$ cat config.mk
export PLATFORM = sky130hd
export DESIGN_NAME = ppm_p6_header_parser_unit
export DESIGN_NICKNAME = d
export VERILOG_FILES = /design/src/rtl/pp6hp_pkg.sv /design/src/rtl/ppm_p6_header_parser_unit.sv
export SDC_FILE = /design/constraint.sdc
export NUM_CORES = 1
export LEC_CHECK = 0
export ABC_AREA = 1
export BUFFER_PORTS_ARGS = -buffer_cell sky130_fd_sc_hd__buf_2
export CAP_MARGIN = 30
export CORE_UTILIZATION = 50
export CTS_BUF_LIST = sky130_fd_sc_hd__clkbuf_8 sky130_fd_sc_hd__clkbuf_16
export DETAILED_ROUTE_END_ITERATION = 6
export PLACE_DENSITY = 0.69
export REMOVE_ABC_BUFFERS = 1
export SKIP_LAST_GASP = 1
export SLEW_MARGIN = 5
export SYNTH_ARGS = -nofsm -noshare
export SYNTH_HDL_FRONTEND = slang
export SYNTH_SLANG_ARGS = --single-unit
$ cat constraint.sdc
create_clock -name clock -period 13.1 [get_ports clock]
set_clock_uncertainty 0.1 [all_clocks]
set_input_delay 0 -clock clock [delete_from_list [all_inputs] [get_ports clock]]
set_output_delay 0 -clock clock [all_outputs]
set_load 0.05 [all_outputs]
$ cat src/rtl/pp6hp_pkg.sv
// Shared types and constants of the binary PPM (P6) header parser.
package pp6hp_pkg;

   localparam int unsigned DIM_BITS_DEFAULT = 16;

   localparam int unsigned STATUS_BITS = 3;
   localparam int unsigned DATA_BITS   = 8;
   localparam int unsigned DIM_OUT_BITS = 16;
   localparam int unsigned RSP_DATA_BITS = 2 * DIM_OUT_BITS + DATA_BITS;

   // Result status codes
   localparam logic [STATUS_BITS-1:0] ST_HEADER   = 3'd0;
   localparam logic [STATUS_BITS-1:0] ST_COMPLETE = 3'd1;
   localparam logic [STATUS_BITS-1:0] ST_PIXEL    = 3'd2;
   localparam logic [STATUS_BITS-1:0] ST_ERROR    = 3'd3;
   localparam logic [STATUS_BITS-1:0] ST_IGNORED  = 3'd4;

   // Characters the header grammar looks at
   localparam logic [DATA_BITS-1:0] CH_P     = 8'h50;
   localparam logic [DATA_BITS-1:0] CH_SIX   = 8'h36;
   localparam logic [DATA_BITS-1:0] CH_HASH  = 8'h23;
   localparam logic [DATA_BITS-1:0] CH_ZERO  = 8'h30;
   localparam logic [DATA_BITS-1:0] CH_NINE  = 8'h39;
   localparam logic [DATA_BITS-1:0] CH_SPACE = 8'h20;
   localparam logic [DATA_BITS-1:0] CH_TAB   = 8'h09;
   localparam logic [DATA_BITS-1:0] CH_CR    = 8'h0D;

   typedef struct packed {
      logic [STATUS_BITS-1:0]  status;
      logic [DIM_OUT_BITS-1:0] image_width;
      logic [DIM_OUT_BITS-1:0] image_height;
      logic [DATA_BITS-1:0]    pixel_byte;
      logic                    last_pixel;
   } rsp_type;

endpackage

$ cat src/rtl/ppm_p6_header_parser_unit.sv
// Top level of the binary PPM (P6) header parser and pixel forwarder.
//
// Feed a P6 file one byte per request (req_tdata = byte, req_tuser = start of
// file, which restarts the parse on that byte); every request yields exactly
// one response carrying a status (header byte, header complete, pixel byte,
// error, ignored byte), the width and height parsed so far (low 16 bits), the
// forwarded pixel byte and a last-pixel flag on rsp_tlast. The parse state
// updates from each accepted byte and the response lands in an output
// register, so a new request can be taken every cycle unless the skid register
// is full. A two-entry output stage (output register plus skid register)
// keeps req_tready high while one finished response waits on rsp_tready; the
// only other throughput limit is the skid register filling behind a stall.
// The pixel count is width*height, formed by one DIM_BITS x DIM_BITS multiply
// on the header-complete byte; the three color bytes per pixel are tracked
// by a small modulo-3 counter so no 3x product is needed. After an error all
// bytes are reported as ignored until the next start of file.
module ppm_p6_header_parser_unit #(
   parameter int unsigned DIM_BITS = pp6hp_pkg::DIM_BITS_DEFAULT
) (
   input  logic                                clock,
   input  logic                                reset,
   input  logic                                req_tvalid,
   output logic                                req_tready,
   input  logic [pp6hp_pkg::DATA_BITS-1:0]     req_tdata,  // [7:0] data_byte
   input  logic                                req_tuser,  // [0] start_of_file
   output logic                                rsp_tvalid,
   input  logic                                rsp_tready,
   // [15:0] image_width, [31:16] image_height, [39:32] pixel_byte
   output logic [pp6hp_pkg::RSP_DATA_BITS-1:0] rsp_tdata,
   output logic [pp6hp_pkg::STATUS_BITS-1:0]   rsp_tuser,  // [2:0] status
   output logic                                rsp_tlast   // last_pixel
);

   localparam int unsigned PIX_BITS = 2 * DIM_BITS;
   localparam int unsigned ACC_BITS = DIM_BITS + 4;

   // Parse phases
   localparam logic [2:0] PH_MAGIC0 = 3'd0;
   localparam logic [2:0] PH_MAGIC1 = 3'd1;
   localparam logic [2:0] PH_SEED   = 3'd2;
   localparam logic [2:0] PH_HEADER = 3'd3;
   localparam logic [2:0] PH_PIXELS = 3'd4;
   localparam logic [2:0] PH_DONE   = 3'd5;
   localparam logic [2:0] PH_FAILED = 3'd6;

   localparam logic [1:0] TOK_WIDTH  = 2'd0;
   localparam logic [1:0] TOK_HEIGHT = 2'd1;
   localparam logic [1:0] TOK_END    = 2'd3;
   localparam logic [1:0] SUB_LAST   = 2'd2;

   // Parse state
   logic [2:0]          phase_ff, phase_in;
   logic [1:0]          token_ff, token_in;
   logic                comment_ff, comment_in;
   logic                prev_ws_ff, prev_ws_in;
   logic [DIM_BITS-1:0] width_ff, width_in;
   logic [DIM_BITS-1:0] height_ff, height_in;
   logic [PIX_BITS-1:0] pix_left_ff, pix_left_in;
   logic [1:0]          sub_ff, sub_in;

   // Output stage
   pp6hp_pkg::rsp_type  out_ff, out_in;
   pp6hp_pkg::rsp_type  skid_ff, skid_in;
   logic                out_valid_ff, out_valid_in;
   logic                skid_valid_ff, skid_valid_in;
   pp6hp_pkg::rsp_type  new_rsp;

   logic                         accept;
   logic [pp6hp_pkg::DATA_BITS-1:0] b;
   logic                         sof;
   logic                         is_ws;
   logic                         is_digit;
   logic [DIM_BITS-1:0]          acc_sel;
   logic [ACC_BITS-1:0]          acc_next;
   logic [PIX_BITS-1:0]          pix_product;
   logic [DIM_BITS+15:0]         width_wide;
   logic [DIM_BITS+15:0]         height_wide;

   assign req_tready = ~skid_valid_ff;
   assign accept     = req_tvalid & req_tready;
   assign b          = req_tdata;
   assign sof        = req_tuser;

   assign is_ws = (b == pp6hp_pkg::CH_SPACE) ||
                  ((b >= pp6hp_pkg::CH_TAB) && (b <= pp6hp_pkg::CH_CR));
   assign is_digit = (b >= pp6hp_pkg::CH_ZERO) && (b <= pp6hp_pkg::CH_NINE);

   // One shared decimal digit unit: acc*10 + digit; the top four bits flag overflow
   assign acc_sel  = (token_ff == TOK_WIDTH) ? width_ff : height_ff;
   assign acc_next = ACC_BITS'({acc_sel, 3'b000}) + ACC_BITS'({acc_sel, 1'b0})
                   + ACC_BITS'(b - pp6hp_pkg::CH_ZERO);

   assign pix_product = PIX_BITS'(width_ff) * PIX_BITS'(height_ff);

   always_comb begin
      logic [2:0]  ph;
      logic        ok;
      logic [1:0]  tok_next;
      logic [pp6hp_pkg::STATUS_BITS-1:0] status;
      logic [pp6hp_pkg::DATA_BITS-1:0]   pix;
      logic        last;

      // A start-of-file mark restarts the parse on this very byte
      ph          = sof ? PH_MAGIC0 : phase_ff;
      phase_in    = ph;
      token_in    = sof ? 2'd0 : token_ff;
      comment_in  = sof ? 1'b0 : comment_ff;
      prev_ws_in  = sof ? 1'b0 : prev_ws_ff;
      width_in    = sof ? '0 : width_ff;
      height_in   = sof ? '0 : height_ff;
      pix_left_in = sof ? '0 : pix_left_ff;
      sub_in      = sof ? 2'd0 : sub_ff;
      ok          = 1'b1;
      tok_next    = token_ff;
      status      = pp6hp_pkg::ST_HEADER;
      pix         = '0;
      last        = 1'b0;

      case (ph)
         PH_MAGIC0: begin
            if (b == pp6hp_pkg::CH_P) begin
               phase_in = PH_MAGIC1;
            end else begin
               status   = pp6hp_pkg::ST_ERROR;
               phase_in = PH_FAILED;
            end
         end
         PH_MAGIC1: begin
            if (b == pp6hp_pkg::CH_SIX) begin
               phase_in = PH_SEED;
            end else begin
               status   = pp6hp_pkg::ST_ERROR;
               phase_in = PH_FAILED;
            end
         end
         PH_SEED: begin
            prev_ws_in = is_ws;
            phase_in   = PH_HEADER;
         end
         PH_HEADER: begin
            if (comment_ff) begin
               if (is_ws && (b != pp6hp_pkg::CH_SPACE)) begin
                  comment_in = 1'b0;
               end
            end else if (is_ws) begin
               if (!prev_ws_ff) begin
                  tok_next = token_ff + 2'd1;
               end
            end else if (b == pp6hp_pkg::CH_HASH) begin
               comment_in = 1'b1;
            end else if ((token_ff == TOK_WIDTH) || (token_ff == TOK_HEIGHT)) begin
               // Reject non-digits and values that do not fit DIM_BITS
               ok = is_digit && (acc_next[ACC_BITS-1:DIM_BITS] == '0);
               if (ok && (token_ff == TOK_WIDTH)) begin
                  width_in = acc_next[DIM_BITS-1:0];
               end
               if (ok && (token_ff == TOK_HEIGHT)) begin
                  height_in = acc_next[DIM_BITS-1:0];
               end
            end
            token_in   = tok_next;
            prev_ws_in = is_ws;
            if (!ok) begin
               status   = pp6hp_pkg::ST_ERROR;
               phase_in = PH_FAILED;
            end else if (tok_next == TOK_END) begin
               status      = pp6hp_pkg::ST_COMPLETE;
               pix_left_in = pix_product;
               sub_in      = 2'd0;
               phase_in    = (pix_product == '0) ? PH_DONE : PH_PIXELS;
            end
         end
         PH_PIXELS: begin
            status = pp6hp_pkg::ST_PIXEL;
            pix    = b;
            if (sub_ff == SUB_LAST) begin
               sub_in      = 2'd0;
               pix_left_in = pix_left_ff - PIX_BITS'(1);
               if (pix_left_ff == PIX_BITS'(1)) begin
                  last     = 1'b1;
                  phase_in = PH_DONE;
               end
            end else begin
               sub_in = sub_ff + 2'd1;
            end
         end
         default: begin
            status = pp6hp_pkg::ST_IGNORED;
         end
      endcase

      width_wide  = {16'd0, width_in};
      height_wide = {16'd0, height_in};

      new_rsp.status       = status;
      new_rsp.image_width  = width_wide[15:0];
      new_rsp.image_height = height_wide[15:0];
      new_rsp.pixel_byte   = pix;
      new_rsp.last_pixel   = last;
   end

   // Output register with a skid register behind it
   always_comb begin
      out_in        = out_ff;
      skid_in       = skid_ff;
      out_valid_in  = out_valid_ff;
      skid_valid_in = skid_valid_ff;
      if (!out_valid_ff || rsp_tready) begin
         if (skid_valid_ff) begin
            out_in        = skid_ff;
            out_valid_in  = 1'b1;
            skid_valid_in = 1'b0;
         end else begin
            out_in       = new_rsp;
            out_valid_in = accept;
         end
      end else if (accept) begin
         // Park the response while the output stalls
         skid_in       = new_rsp;
         skid_valid_in = 1'b1;
      end
   end

   always_ff @(posedge clock) begin
      if (reset) begin
         phase_ff      <= PH_MAGIC0;
         token_ff      <= 2'd0;
         comment_ff    <= 1'b0;
         prev_ws_ff    <= 1'b0;
         width_ff      <= '0;
         height_ff     <= '0;
         pix_left_ff   <= '0;
         sub_ff        <= 2'd0;
         out_valid_ff  <= 1'b0;
         skid_valid_ff <= 1'b0;
      end else begin
         if (accept) begin
            phase_ff    <= phase_in;
            token_ff    <= token_in;
            comment_ff  <= comment_in;
            prev_ws_ff  <= prev_ws_in;
            width_ff    <= width_in;
            height_ff   <= height_in;
            pix_left_ff <= pix_left_in;
            sub_ff      <= sub_in;
         end
         out_valid_ff  <= out_valid_in;
         skid_valid_ff <= skid_valid_in;
      end
   end

   always_ff @(posedge clock) begin
      out_ff  <= out_in;
      skid_ff <= skid_in;
   end

   assign rsp_tvalid = out_valid_ff;
   assign rsp_tdata  = {out_ff.pixel_byte, out_ff.image_height, out_ff.image_width};
   assign rsp_tuser  = out_ff.status;
   assign rsp_tlast  = out_ff.last_pixel;

endmodule

==> results_dict.tcl <==
set metrics [dict create \
    dpl_cell_area_mm2 0.0210 \
    post-route-drc-count 0 \
    gp_congestion 0.929 \
    multi_input_area_mm2 0.0133 \
    cts_sinks 163 \
    crit_fanout 19 \
    fp.coreArea_mm2 0.0400 \
    numCtsBuffers 17 \
    max_stage_delay_ns 0.97 \
    dp.cells 3369 \
    slew_headroom 0.279 \
    vias 18172 \
    cpMostUsedCell "nand2_1" \
    synth-seq-cells 163 \
    die_x_um 204 \
    grt_max_degree 78 \
    grt_pass1_vias 18197 \
    root_buffer "clkbuf_16" \
    ff_latch_area_mm2 0.00414 \
    layout.nets 3233 \
    place_ws_ns 6.30 \
    hp-class "in2reg" \
    drt-wirelength-per-cell_um 16.7 \
    synth_cell_types 55 \
    mappedNetlistArea_mm2 0.0205 \
    tightest_slew_ns 1.08 \
    final.setup.worst_slack_ns 6.25 \
    worstSkewPairLatency_ns 0.45 \
    drv_slew 0 \
    worstPathArrival_ns 7.13 \
    crit_path_end_kind "register" \
    io_pins 59 \
    dieArea_mm2 0.0417 \
    grt_pass1_wl_um 95000 \
    dieHeight_um 204 \
    ir_worst_vdd_mv 0.0864 \
    period_share 0.523 \
    totalWireLength_um 57000 \
    ys_warn_count 0 \
    antenna_found_initial 1 \
    rows 73 \
    drtIter0Drc 1499 \
    layout-drive-gt1-share 0.0720 \
    clockBufferDepth 2 \
    cts_setup_buffers 0 \
    leakagePower_uw 0.0120 \
    p_per_area_mw_per_mm2 74.9 \
    start_util 0.512 \
    track_usage 0.287 \
    design_area_mm2 0.0218 \
    cpMaxStageDelayCell "dfxtp_1" \
    synthArstFlopShare 0 \
    dr.pass1.iters 6 \
    start_kind "register" \
    cts_tree "yes" \
    synth_seq_area_share 0.202 \
    ys.flop_type "edfxtp_1" \
    syn_to_final_growth_pct 6.71 \
    syn_avg_cell_area_um2 7.05 \
    rsz0062_at_grt "no" \
    tns_ns 0 \
    cap_violations 0 \
    synthesis.instances 2903 \
    dp_hpwl_um 43000 \
    path_class "reg2reg" \
    hold_viol 0 \
    ant_nets 0 \
    hold_buffers 8 \
    fmax_mhz 146 \
    clk_pin_slew_worst_paths_ns 0.08 \
    vias_per_cell 5.32 \
    n_fill_cell 3795 \
    cts_resized 0 \
    h-tree-depth 4 \
    grt_overflow 0 \
    synth_edf_count 88 \
    status "complete, no violations" \
    finalNonFillerCells 3416 \
    period_minus_slack_ns 6.85 \
    setup_viol 0 \
    critical_path_required_ns 13.38 \
    portBuffers 58 \
]
==> worst max-delay path, delay by kind of cell (launching register included) <==
| family | cells | cell delay, ns |
|---|---|---|
| adder cells (fa/ha/maj) | 7 | 3.40 |
| buffers and inverters | 6 | 0.30 |
| flip-flops | 1 | 0.97 |
| AND/OR/NAND/NOR | 16 | 1.99 |
==> cell type report <==
class / instances / share of cell area
diodes: 1 / 0.000115
clock buffers: 17 / 0.0195
clock inverters: 15 / 0.00911
inverters: 647 / 0.111
multi-input cells: 1957 / 0.610
flip-flops and latches: 163 / 0.190
well taps: 525 / 0.0301
repair buffers: 91 / 0.0297
==> routing by layer <==
metal | global-route usage | vias to the layer above | share of wire
met4 | 0.0901 | 0 | 0.029
met1 | 0.383 | 8594 | 0.43
met5 | 0 | - | 0
met3 | 0.0317 | 101 | 0.065
li1 | - | 8800 | -
met2 | 0.485 | 677 | 0.48
==> placed cells by master, fill, tap and decap left out, types with 58 or more instances in the layout <==
| cell type | netlist | final |
|---|---|---|
| edfxtp_1 | 88 | 88 |
| dfxtp_1 | 75 | 75 |
| o21ai_0 | 93 | 93 |
| ha_1 | 134 | 134 |
| inv_1 | 636 | 634 |
| nand2_1 | 824 | 824 |
| a21oi_1 | 121 | 121 |
| nand3_1 | 135 | 135 |
| buf_2 | 11 | 58 |
| fa_1 | 209 | 209 |
| nor2_1 | 192 | 189 |
==> cell families (layout without fill, tap and decap cells) <==
logic type	after synthesis	after routing	synth area share
flip-flops	163	163	0.202
AO/OA/AOI/OAI	319	319	0.0899
other	0	1	0
XOR/XNOR	32	32	0.0137
AND/OR/NAND/NOR	1263	1263	0.261
adder cells (fa/ha/maj)	343	343	0.286
buffers and inverters	783	770	0.147
==> registers in the layout, indices dropped and copies added, names as in the netlist, 2 cells and up <==
signal       flops
rsp_tdata       40
skid_ff         44
rsp_tuser        3
pix_left_ff     32
token_ff         2
phase_ff         3
height_ff       16
sub_ff           2
width_ff        16
==> stage by stage <==
step / utilization / power, uW / hold WS [ns]
finish: 0.546 / 1640 / 0.0153
detailed placement: 0.525 / 1100 / 0.277
CTS: 0.543 / 1630 / 0.00953
global placement: 0.524 / 1100 / 0.249
floorplan: - / 949 / -0.0309
global route: 0.546 / 1720 / 0.0462
==> path summary, 6_finish.rpt <==
| check | startpoint | slack (ns) | to | cells after the start |
|---|---|---|---|---|
| worst max-delay path | width_ff[7] | 6.25 | phase_ff[0] | 29 |
| worst min register to register | prev_ws_ff | 0.37 | prev_ws_ff | 2 |
| worst max register to register | width_ff[7] | 6.25 | phase_ff[0] | 29 |
| worst min-delay path | req_tdata[4] | 0.02 | skid_ff[5] | 3 |
==> where the power goes <==
part | internal [uW] | leakage (uW) | switching, uW | total, uW
logic | 154 | 0.0101 | 338 | 493
registers | 566 | 0.00154 | 45.7 | 612
clock network | 264 | 0.000302 | 268 | 532
total | 985 | 0.0120 | 652 | 1640
==> synth_stat cells (6+ instances only) <==
cell type / instances / share of area
nand2_1: 824 / 0.15
inv_1: 636 / 0.12
fa_1: 209 / 0.20
nor2_1: 192 / 0.035
nand3_1: 135 / 0.033
ha_1: 134 / 0.082
a21oi_1: 121 / 0.030
o21ai_0: 93 / 0.023
clkbuf_1: 91 / 0.017
edfxtp_1: 88 / 0.13
dfxtp_1: 75 / 0.073
nand4_1: 31 / 0.0095
buf_1: 26 / 0.0048
nand3_2: 20 / 0.0098
xor2_1: 18 / 0.0077
nor3_1: 17 / 0.0042
a21oi_2: 16 / 0.0068
o211ai_1: 16 / 0.0059
o21ai_1: 16 / 0.0039
a31oi_1: 15 / 0.0046
xnor2_1: 14 / 0.0060
nand2_2: 12 / 0.0037
buf_2: 11 / 0.0027
o21ai_2: 11 / 0.0047
inv_2: 9 / 0.0017
buf_6: 6 / 0.0033
nor4_1: 6 / 0.0018
or2_2: 6 / 0.0018
(Power assumes the default switching activity.)
